<file path="src/rtl/core/phg_pkg.sv">
// shared types and constants for the pressure hysteresis governor
package phg_pkg;

  localparam int USAGE_WIDTH_DEF = 48;
  localparam int BUDGET_W        = 48;
  localparam int PCT_W           = 20;
  localparam int DWELL_W         = 16;
  localparam int TICK_W          = 32;
  localparam int CFG_IDX_W       = 3;
  localparam int CFG_DATA_W      = 48;

  localparam logic [PCT_W-1:0] PCT_CAP = 20'd1000000;

  localparam logic [PCT_W-1:0]   RST_HIGH_MARK   = 20'd90;
  localparam logic [PCT_W-1:0]   RST_LOW_MARK    = 20'd75;
  localparam logic [DWELL_W-1:0] RST_HIGH_DWELL  = 16'd3;
  localparam logic [DWELL_W-1:0] RST_LOW_DWELL   = 16'd3;
  localparam logic [DWELL_W-1:0] RST_EVICT_PER   = 16'd10;

  typedef enum logic [1:0] {
    ST_IDLE,
    ST_MUL,
    ST_DIV,
    ST_FIN
  } state_t;

  typedef enum logic [1:0] {
    STAT_OK,
    STAT_DISABLED,
    STAT_NO_BUDGET,
    STAT_NO_SAMPLE
  } status_t;

  typedef enum logic [1:0] {
    ACT_NONE,
    ACT_STOP,
    ACT_RESUME
  } action_t;

  typedef enum logic [CFG_IDX_W-1:0] {
    REG_ENABLE,
    REG_BUDGET,
    REG_HIGH_MARK,
    REG_LOW_MARK,
    REG_HIGH_DWELL,
    REG_LOW_DWELL,
    REG_EVICT_PERIOD
  } cfg_reg_t;

endpackage

</file>
<file path="src/rtl/core/pressure_hysteresis_governor.sv">
// memory pressure governor: bit-serial percent divider and watermark hysteresis
// one input word is taken at a time: in_ready stays low until the result has been
// handed to the output register; the restoring divider makes one quotient bit per
// cycle, with the tick-period remainder worked out bit by bit alongside it
// synchronous active-low reset clears the sequencer, output valid and governor
// state, and loads the configuration reset values
module pressure_hysteresis_governor #(
  parameter int USAGE_WIDTH = phg_pkg::USAGE_WIDTH_DEF
) (
  input  logic                            clk,
  input  logic                            rst_n,

  input  logic                            cfg_valid,
  output logic                            cfg_ready,
  input  logic [phg_pkg::CFG_IDX_W-1:0]   cfg_index,
  input  logic [phg_pkg::CFG_DATA_W-1:0]  cfg_data,

  input  logic                            in_valid,
  output logic                            in_ready,
  input  logic [USAGE_WIDTH-1:0]          in_usage_bytes,

  output logic                            out_valid,
  input  logic                            out_ready,
  output logic [1:0]                      out_status,
  output logic                            out_level_high,
  output logic [phg_pkg::PCT_W-1:0]       out_pressure_pct,
  output logic [1:0]                      out_action,
  output logic                            out_evict_due,
  output logic                            out_first_unavailable
);

  localparam int DW     = USAGE_WIDTH + 7;
  localparam int NSTEP  = (DW > phg_pkg::TICK_W) ? DW : phg_pkg::TICK_W;
  localparam int STEP_W = $clog2(NSTEP + 1);
  localparam int BW     = phg_pkg::BUDGET_W;
  localparam int PW     = phg_pkg::PCT_W;
  localparam int WW     = phg_pkg::DWELL_W;
  localparam int TW     = phg_pkg::TICK_W;

  // configuration
  logic          enable_r;
  logic [BW-1:0] budget_r;
  logic [PW-1:0] high_mark_r;
  logic [PW-1:0] low_mark_r;
  logic [WW-1:0] high_dwell_r;
  logic [WW-1:0] low_dwell_r;
  logic [WW-1:0] evict_per_r;

  // governor state
  logic          level_r, level_nxt;
  logic [WW-1:0] high_run_r, high_run_nxt;
  logic [WW-1:0] low_run_r, low_run_nxt;
  logic [TW-1:0] ticks_r, ticks_nxt;
  logic [PW-1:0] last_pct_r, last_pct_nxt;
  logic          unavail_r, unavail_nxt;

  // sequencer and serial datapath
  phg_pkg::state_t    state_r, state_nxt;
  logic [STEP_W-1:0]  step_r;
  logic [USAGE_WIDTH-1:0] usage_r;
  logic [NSTEP-1:0]   dvd_r;
  logic [BW-1:0]      rem_r;
  logic [PW-1:0]      quo_r;
  logic               ovf_r;
  logic [NSTEP-1:0]   mdvd_r;
  logic [WW-1:0]      mrem_r;

  logic               div_run;
  logic               fin_go;
  logic               load_word;

  // output register
  logic               out_valid_r;
  phg_pkg::status_t   status_r, status_nxt;
  logic               level_out_r;
  logic [PW-1:0]      pct_out_r, pct_out_nxt;
  phg_pkg::action_t   action_r, action_nxt;
  logic               evict_r, evict_nxt;
  logic               first_r, first_nxt;

  // effective dwell and period
  logic [WW-1:0] hd, ld, ep;
  assign hd = (high_dwell_r == '0) ? WW'(1) : high_dwell_r;
  assign ld = (low_dwell_r == '0) ? WW'(1) : low_dwell_r;
  assign ep = (evict_per_r == '0) ? WW'(1) : evict_per_r;

  assign cfg_ready = rst_n;

  always_ff @(posedge clk) begin
    if (!rst_n) begin
      enable_r     <= 1'b0;
      budget_r     <= '0;
      high_mark_r  <= phg_pkg::RST_HIGH_MARK;
      low_mark_r   <= phg_pkg::RST_LOW_MARK;
      high_dwell_r <= phg_pkg::RST_HIGH_DWELL;
      low_dwell_r  <= phg_pkg::RST_LOW_DWELL;
      evict_per_r  <= phg_pkg::RST_EVICT_PER;
    end else if (cfg_valid && cfg_ready) begin
      unique case (phg_pkg::cfg_reg_t'(cfg_index))
        phg_pkg::REG_ENABLE:       enable_r     <= cfg_data[0];
        phg_pkg::REG_BUDGET:       budget_r     <= cfg_data[BW-1:0];
        phg_pkg::REG_HIGH_MARK:    high_mark_r  <= cfg_data[PW-1:0];
        phg_pkg::REG_LOW_MARK:     low_mark_r   <= cfg_data[PW-1:0];
        phg_pkg::REG_HIGH_DWELL:   high_dwell_r <= cfg_data[WW-1:0];
        phg_pkg::REG_LOW_DWELL:    low_dwell_r  <= cfg_data[WW-1:0];
        phg_pkg::REG_EVICT_PERIOD: evict_per_r  <= cfg_data[WW-1:0];
        default: ;
      endcase
    end
  end

  // next state
  always_comb begin
    state_nxt = state_r;
    unique case (state_r)
      phg_pkg::ST_IDLE: if (in_valid) state_nxt = phg_pkg::ST_MUL;
      phg_pkg::ST_MUL:  state_nxt = phg_pkg::ST_DIV;
      phg_pkg::ST_DIV:  if (step_r == STEP_W'(1)) state_nxt = phg_pkg::ST_FIN;
      phg_pkg::ST_FIN:  if (!out_valid_r || out_ready) state_nxt = phg_pkg::ST_IDLE;
      default:          state_nxt = phg_pkg::ST_IDLE;
    endcase
  end

  // sequencer outputs
  always_comb begin
    in_ready  = 1'b0;
    load_word = 1'b0;
    div_run   = 1'b0;
    fin_go    = 1'b0;
    unique case (state_r)
      phg_pkg::ST_IDLE: in_ready  = rst_n;
      phg_pkg::ST_MUL:  load_word = 1'b1;
      phg_pkg::ST_DIV:  div_run   = 1'b1;
      phg_pkg::ST_FIN:  fin_go    = !out_valid_r || out_ready;
      default: ;
    endcase
  end

  always_ff @(posedge clk) begin
    if (!rst_n) begin
      state_r <= phg_pkg::ST_IDLE;
    end else begin
      state_r <= state_nxt;
    end
  end

  // serial datapath
  logic [NSTEP-1:0] u_ext;
  logic [TW-1:0]    tick_inc;
  logic [BW:0]      rsh, rdiff;
  logic             rge;
  logic [WW:0]      msh, mdiff;
  logic             mge;

  assign u_ext    = NSTEP'(in_usage_bytes);
  assign tick_inc = ticks_r + TW'(1);
  assign rsh      = {rem_r, dvd_r[NSTEP-1]};
  assign rge      = rsh >= {1'b0, budget_r};
  assign rdiff    = rsh - {1'b0, budget_r};
  assign msh      = {mrem_r, mdvd_r[NSTEP-1]};
  assign mge      = msh >= {1'b0, ep};
  assign mdiff    = msh - {1'b0, ep};

  always_ff @(posedge clk) begin
    if (in_valid && in_ready) begin
      usage_r <= in_usage_bytes;
      // usage * 96 now, usage * 4 added next cycle
      dvd_r   <= (u_ext << 6) + (u_ext << 5);
    end else if (load_word) begin
      dvd_r   <= dvd_r + (NSTEP'(usage_r) << 2);
      rem_r   <= '0;
      quo_r   <= '0;
      ovf_r   <= 1'b0;
      mdvd_r  <= NSTEP'(tick_inc);
      mrem_r  <= '0;
      step_r  <= STEP_W'(NSTEP);
    end else if (div_run) begin
      dvd_r   <= dvd_r << 1;
      rem_r   <= rge ? rdiff[BW-1:0] : rsh[BW-1:0];
      quo_r   <= {quo_r[PW-2:0], rge};
      ovf_r   <= ovf_r | quo_r[PW-1];
      mdvd_r  <= mdvd_r << 1;
      mrem_r  <= mge ? mdiff[WW-1:0] : msh[WW-1:0];
      step_r  <= step_r - STEP_W'(1);
    end
  end

  // hysteresis update
  logic [PW-1:0] pct;
  logic [WW-1:0] hr_inc, lr_inc;

  assign pct    = (ovf_r || (quo_r > phg_pkg::PCT_CAP)) ? phg_pkg::PCT_CAP : quo_r;
  assign hr_inc = (high_run_r == '1) ? high_run_r : high_run_r + WW'(1);
  assign lr_inc = (low_run_r == '1) ? low_run_r : low_run_r + WW'(1);

  always_comb begin
    level_nxt    = level_r;
    high_run_nxt = high_run_r;
    low_run_nxt  = low_run_r;
    ticks_nxt    = ticks_r;
    last_pct_nxt = last_pct_r;
    unavail_nxt  = unavail_r;
    status_nxt   = phg_pkg::STAT_OK;
    pct_out_nxt  = '0;
    action_nxt   = phg_pkg::ACT_NONE;
    evict_nxt    = 1'b0;
    first_nxt    = 1'b0;
    if (!enable_r) begin
      status_nxt   = phg_pkg::STAT_DISABLED;
      level_nxt    = 1'b0;
      last_pct_nxt = '0;
    end else if (budget_r == '0) begin
      status_nxt   = phg_pkg::STAT_NO_BUDGET;
      level_nxt    = 1'b0;
      last_pct_nxt = '0;
      first_nxt    = !unavail_r;
      unavail_nxt  = 1'b1;
    end else if (usage_r == '0) begin
      status_nxt   = phg_pkg::STAT_NO_SAMPLE;
      pct_out_nxt  = last_pct_r;
    end else begin
      pct_out_nxt  = pct;
      last_pct_nxt = pct;
      if (pct >= high_mark_r) begin
        high_run_nxt = hr_inc;
        low_run_nxt  = '0;
        if (!level_r && (hr_inc >= hd)) begin
          level_nxt  = 1'b1;
          action_nxt = phg_pkg::ACT_STOP;
        end
      end else if (pct <= low_mark_r) begin
        low_run_nxt  = lr_inc;
        high_run_nxt = '0;
        if (level_r && (lr_inc >= ld)) begin
          level_nxt  = 1'b0;
          action_nxt = phg_pkg::ACT_RESUME;
        end
      end else begin
        high_run_nxt = '0;
        low_run_nxt  = '0;
      end
      if (level_nxt) begin
        ticks_nxt = tick_inc;
        evict_nxt = (tick_inc != '0) && (mrem_r == '0);
      end else begin
        ticks_nxt = '0;
      end
    end
  end

  always_ff @(posedge clk) begin
    if (!rst_n) begin
      level_r    <= 1'b0;
      high_run_r <= '0;
      low_run_r  <= '0;
      ticks_r    <= '0;
      last_pct_r <= '0;
      unavail_r  <= 1'b0;
    end else if (fin_go) begin
      level_r    <= level_nxt;
      high_run_r <= high_run_nxt;
      low_run_r  <= low_run_nxt;
      ticks_r    <= ticks_nxt;
      last_pct_r <= last_pct_nxt;
      unavail_r  <= unavail_nxt;
    end
  end

  // output word
  always_ff @(posedge clk) begin
    if (!rst_n) begin
      out_valid_r <= 1'b0;
    end else if (fin_go) begin
      out_valid_r <= 1'b1;
    end else if (out_ready) begin
      out_valid_r <= 1'b0;
    end
  end

  always_ff @(posedge clk) begin
    if (fin_go) begin
      status_r    <= status_nxt;
      level_out_r <= level_nxt;
      pct_out_r   <= pct_out_nxt;
      action_r    <= action_nxt;
      evict_r     <= evict_nxt;
      first_r     <= first_nxt;
    end
  end

  assign out_valid             = out_valid_r;
  assign out_status            = status_r;
  assign out_level_high        = level_out_r;
  assign out_pressure_pct      = pct_out_r;
  assign out_action            = action_r;
  assign out_evict_due         = evict_r;
  assign out_first_unavailable = first_r;

endmodule
</file>
<file path="config.mk">
export PLATFORM = sky130hd
export DESIGN_NAME = pressure_hysteresis_governor
export DESIGN_NICKNAME = d
export VERILOG_FILES = /design/src/rtl/core/phg_pkg.sv /design/src/rtl/core/pressure_hysteresis_governor.sv
export SDC_FILE = /design/constraint.sdc
export NUM_CORES = 1
export LEC_CHECK = 0
export ABC_AREA = 1
export BUFFER_PORTS_ARGS = -buffer_cell sky130_fd_sc_hd__buf_2
export CORE_MARGIN = 4
export CORE_UTILIZATION = 45
export CTS_CLUSTER_DIAMETER = 200
export DETAILED_ROUTE_END_ITERATION = 10
export HOLD_SLACK_MARGIN = 0.08
export SLEW_MARGIN = 40
export SYNTH_ARGS = -nofsm -noshare
export SYNTH_HDL_FRONTEND = slang
export SYNTH_SLANG_ARGS = --single-unit
</file>
<file path="constraint.sdc">
create_clock -name clk -period 8.95 [get_ports clk]
set_input_delay 0.4475 -clock clk [delete_from_list [all_inputs] [get_ports clk]]
set_output_delay 0.4475 -clock clk [all_outputs]
set_load 0.05 [all_outputs]
</file>
==> impl_metrics.env <==
export IMPL_grt_util_all_layers_pct=25.2
export IMPL_ys_warn_count=0
export IMPL_clk_pin_slew_ns=0.06
export IMPL_cp_startpoint="quo_r[13]"
export IMPL_min_path_type="input port to flop"
export IMPL_drt_pass1_iter_count=6
export IMPL_wl_mm=106
export IMPL_core_area_um2=76100
export IMPL_synth_simple_area_share_pct=23.5
export IMPL_synth_top_cell_by_area="edfxtp_1"
export IMPL_worst_slack_ns=5.18
export IMPL_dieArea_um2=81400
export IMPL_clkLatencyLatePin_ns=0.64
export IMPL_syn_to_final_growth_pct=12.4
export IMPL_postSynthCellCount=4830
export IMPL_synth_compound_area_share_pct=18.5
export IMPL_hold_start="cfg_data[30]"
export IMPL_synth_area_leaders="edfxtp_1 24%, dfxtp_1 13%, nand2_1 10%"
export IMPL_critPathCaptureType="flop"
export IMPL_remaining_drc_errors=0
export IMPL_critPathRequiredTime_ns=9.51
export IMPL_worst_setup_path_start_kind="flop"
export IMPL_synth_cell_types=59
export IMPL_grt_pass1_wl_mm=166
export IMPL_initial_core_util_pct=45.5
export IMPL_switching_share_pct=43.9
export IMPL_finalHoldViolCount=0
export IMPL_worstPathArrival_ns=4.32
export IMPL_synth_area_um2=34600
export IMPL_synth_seq_area_share_pct=36.9
export IMPL_grt_overflow_total=0
export IMPL_synth_top_family_by_area="simple AND/OR/NAND/NOR gates"
export IMPL_maxCapViolCount=0
export IMPL_synth_fp_nets=5182
export IMPL_leakagePower_nw=15.7
export IMPL_place_congestion=1.03
export IMPL_grt_setup_unrepaired="false"
export IMPL_ir_worst_vdd_mv=0.240
export IMPL_final_max_slew_viol_count=0
export IMPL_maxSlewHeadroom_pct=48.4
export IMPL_ios=134
export IMPL_netlist_top_cells_count="959 x nand2_1, 661 x inv_1, 601 x nor2_1, 545 x a21oi_1, 467 x o21ai_0"
export IMPL_tightest_slew_ns=0.774
export IMPL_die_w_um=285
export IMPL_numPortBuffers=133
export IMPL_finClkSkew_ns=0.0344
export IMPL_drtAntennaViolNets=0
export IMPL_drtIter0Drc=2616
export IMPL_synth_xor_area_share_pct=3.01
export IMPL_rows=101
export IMPL_wl_per_cell_um=17.5
export IMPL_fill_cells=7771
export IMPL_min_path_cells=3
export IMPL_finalSetupTns_ns=0
export IMPL_synth_main_ff_cell="edfxtp_1"
export IMPL_antenna_found_initial=2
export IMPL_clockPowerShare_pct=20.9
export IMPL_slowest_stage="inv_2"
export IMPL_fp_dieH_um=285
export IMPL_cts_max_level=2
export IMPL_min_period_ns=3.77
export IMPL_synth_top_area_share_pct=23.8
export IMPL_fmax_ghz=0.266
export IMPL_cts_buffer_depth=3
export IMPL_grt_max_degree=98
export IMPL_cp_common_cell="nand2_1"
export IMPL_pwr_share_seq_pct=30.9
export IMPL_numCtsBuffers=57
export IMPL_power_internal_w=0.00685
export IMPL_r2r_slack_ns=5.18
export IMPL_placed_cells=5875
export IMPL_crit_fanout=31
export IMPL_dp_worst_setup_slack_ns=5.22
export IMPL_cts_sinks=500
export IMPL_p_per_area_nw_per_um2=314
export IMPL_status="finished, final reports clean"
export IMPL_combPwrFrac_pct=48.2
export IMPL_syn_avg_cell_area_um2=7.16
export IMPL_vias=32400
export IMPL_yosysMostFrequentCell="nand2_1"
export IMPL_final_cell_count_no_fill=6055
export IMPL_final_layout_size_suffix_gt1_share_pct=6.11
export IMPL_regToRegStartpoint="quo_r[13]"
export IMPL_nets=5326
export IMPL_place_hpwl_mm=81.2
export IMPL_ys_ff_latch=500
export IMPL_synth_async_sr_flop_share_pct=0
export IMPL_critical_path_class="flop to flop"
export IMPL_cts_resized=0
export IMPL_grt_pass1_vias=30200
export IMPL_cts_tree="done"
export IMPL_switching_power_w=0.00535
export IMPL_cp_slowest_stage_delay_ns=0.44
export IMPL_synth_edf_count=274
export IMPL_synthAdderAreaFrac_pct=9.06
export IMPL_crit_chain="nor2_1, nand3_1, nor2_1, o21ai_0, nand2_1, nand2_1, nand2_1, nor2_1, ha_1, nand2_1, nor2_1, nand4_1, nor3_1, nand2_1, nand4_1, inv_1, nand3_1, nand2_1, inv_2, nand2_1, a21oi_1"
export IMPL_setup_viol=0
export IMPL_synth_area_mux_share_pct=0
export IMPL_routed_via_density=5.36
export IMPL_fin_crit_sh_pct=42.1
export IMPL_r2r_cells=21
export IMPL_cts_root_buf="clkbuf_16"
-- critical path, delay by kind of cell (launching register included) --
family,cells,cell delay [ns]
buffers and inverters,2,0.54
DFF,1,0.39
and+or+nand+nor,16,2.18
adders and majority gates,1,0.34
AOI/OAI and AO/OA,2,0.23
-- area by class of cell --
| class | instances | area [um2] | share of cell area, % |
|---|---|---|---|
| tap | 1030 | 1290 | 3.32 |
| antenna | 2 | 5.00 | 0.0129 |
| sequential | 500 | 12800 | 32.8 |
| clock buffer | 67 | 1570 | 4.03 |
| clock inverter | 41 | 497 | 1.28 |
| inverter | 671 | 2530 | 6.51 |
| multi-input combinational | 3528 | 18700 | 48.2 |
| timing repair buffer | 216 | 1490 | 3.83 |
-- worst paths after layout --
path,end
worst max register to register,ticks_r[5]
worst min register to register,low_dwell_r[0]
worst min-delay path,budget_r[30]
worst max-delay path,ticks_r[5]
-- through the flow --
stage / hold slack (ns) / area [um2] / total power (W) / utilization (%)
CTS: 0.0821 / 38800 / 0.0122 / 51.0
finish: 0.109 / 38900 / 0.0122 / 51.1
global placement: 0.446 / 36100 / 0.00953 / 47.4
global route: 0.132 / 38900 / 0.0132 / 51.1
floorplan: 0.431 / 34600 / 0.00801 / -
detailed placement: 0.455 / 36100 / 0.00957 / 47.4
-- timing repair --
| action | 4_1_cts | 5_1_grt |
|---|---|---|
| setup buffers | 0 | 0 |
| endpoints found under the setup margin | 0 | 0 |
| hold buffers | 69 | 0 |
| endpoints found under the hold margin | 69 | 0 |
-- power groups by stage --
stage	clock network (W)	registers (W)	logic [W]
after detailed placement	0	0.00381	0.00576
after CTS	0.00260	0.00377	0.00583
after global placement	0	0.00380	0.00573
after global routing	0.00270	0.00383	0.00663
after floorplan	0	0.00380	0.00421
final	0.00255	0.00377	0.00588
-- per-layer routing --
metal	global-route usage (%)	up-vias	routed length [um]
met5	0	-	0
met4	7.81	0	3620
met2	40.5	910	47000
met3	2.95	205	5330
met1	35.6	14800	49900
li1	-	16500	-
-- registers in the layout, summed over array words and instances (netlist names), 20 cells and up --
name,flops
rem_r,48
usage_r,48
mdvd_r,55
low_mark_r,20
ticks_r,32
high_mark_r,20
dvd_r,53
quo_r,20
budget_r,48
out_pressure_pct,20
last_pct_r,20
-- placed cells by master, fill, tap and decap left out, types with 60 or more instances in the layout --
cell | synthesis | layout
nand3_1 | 182 | 182
nand4_1 | 72 | 72
buf_2 | 19 | 132
ha_1 | 244 | 243
nand2_1 | 959 | 956
dfxtp_1 | 226 | 226
dlygate4sd3_1 | 0 | 69
nor2_1 | 601 | 601
o21ai_0 | 467 | 467
xor2_1 | 60 | 60
a21oi_1 | 545 | 545
edfxtp_1 | 274 | 274
inv_1 | 661 | 653
-- cell families after synthesis --
family / after synthesis
XOR/XNOR: 119
AND/OR/NAND/NOR: 1959
flip-flops: 500
adder cells (fa/ha/maj): 248
buffers and inverters: 802
AO/OA/AOI/OAI: 1202
(Power assumes the default switching activity.)
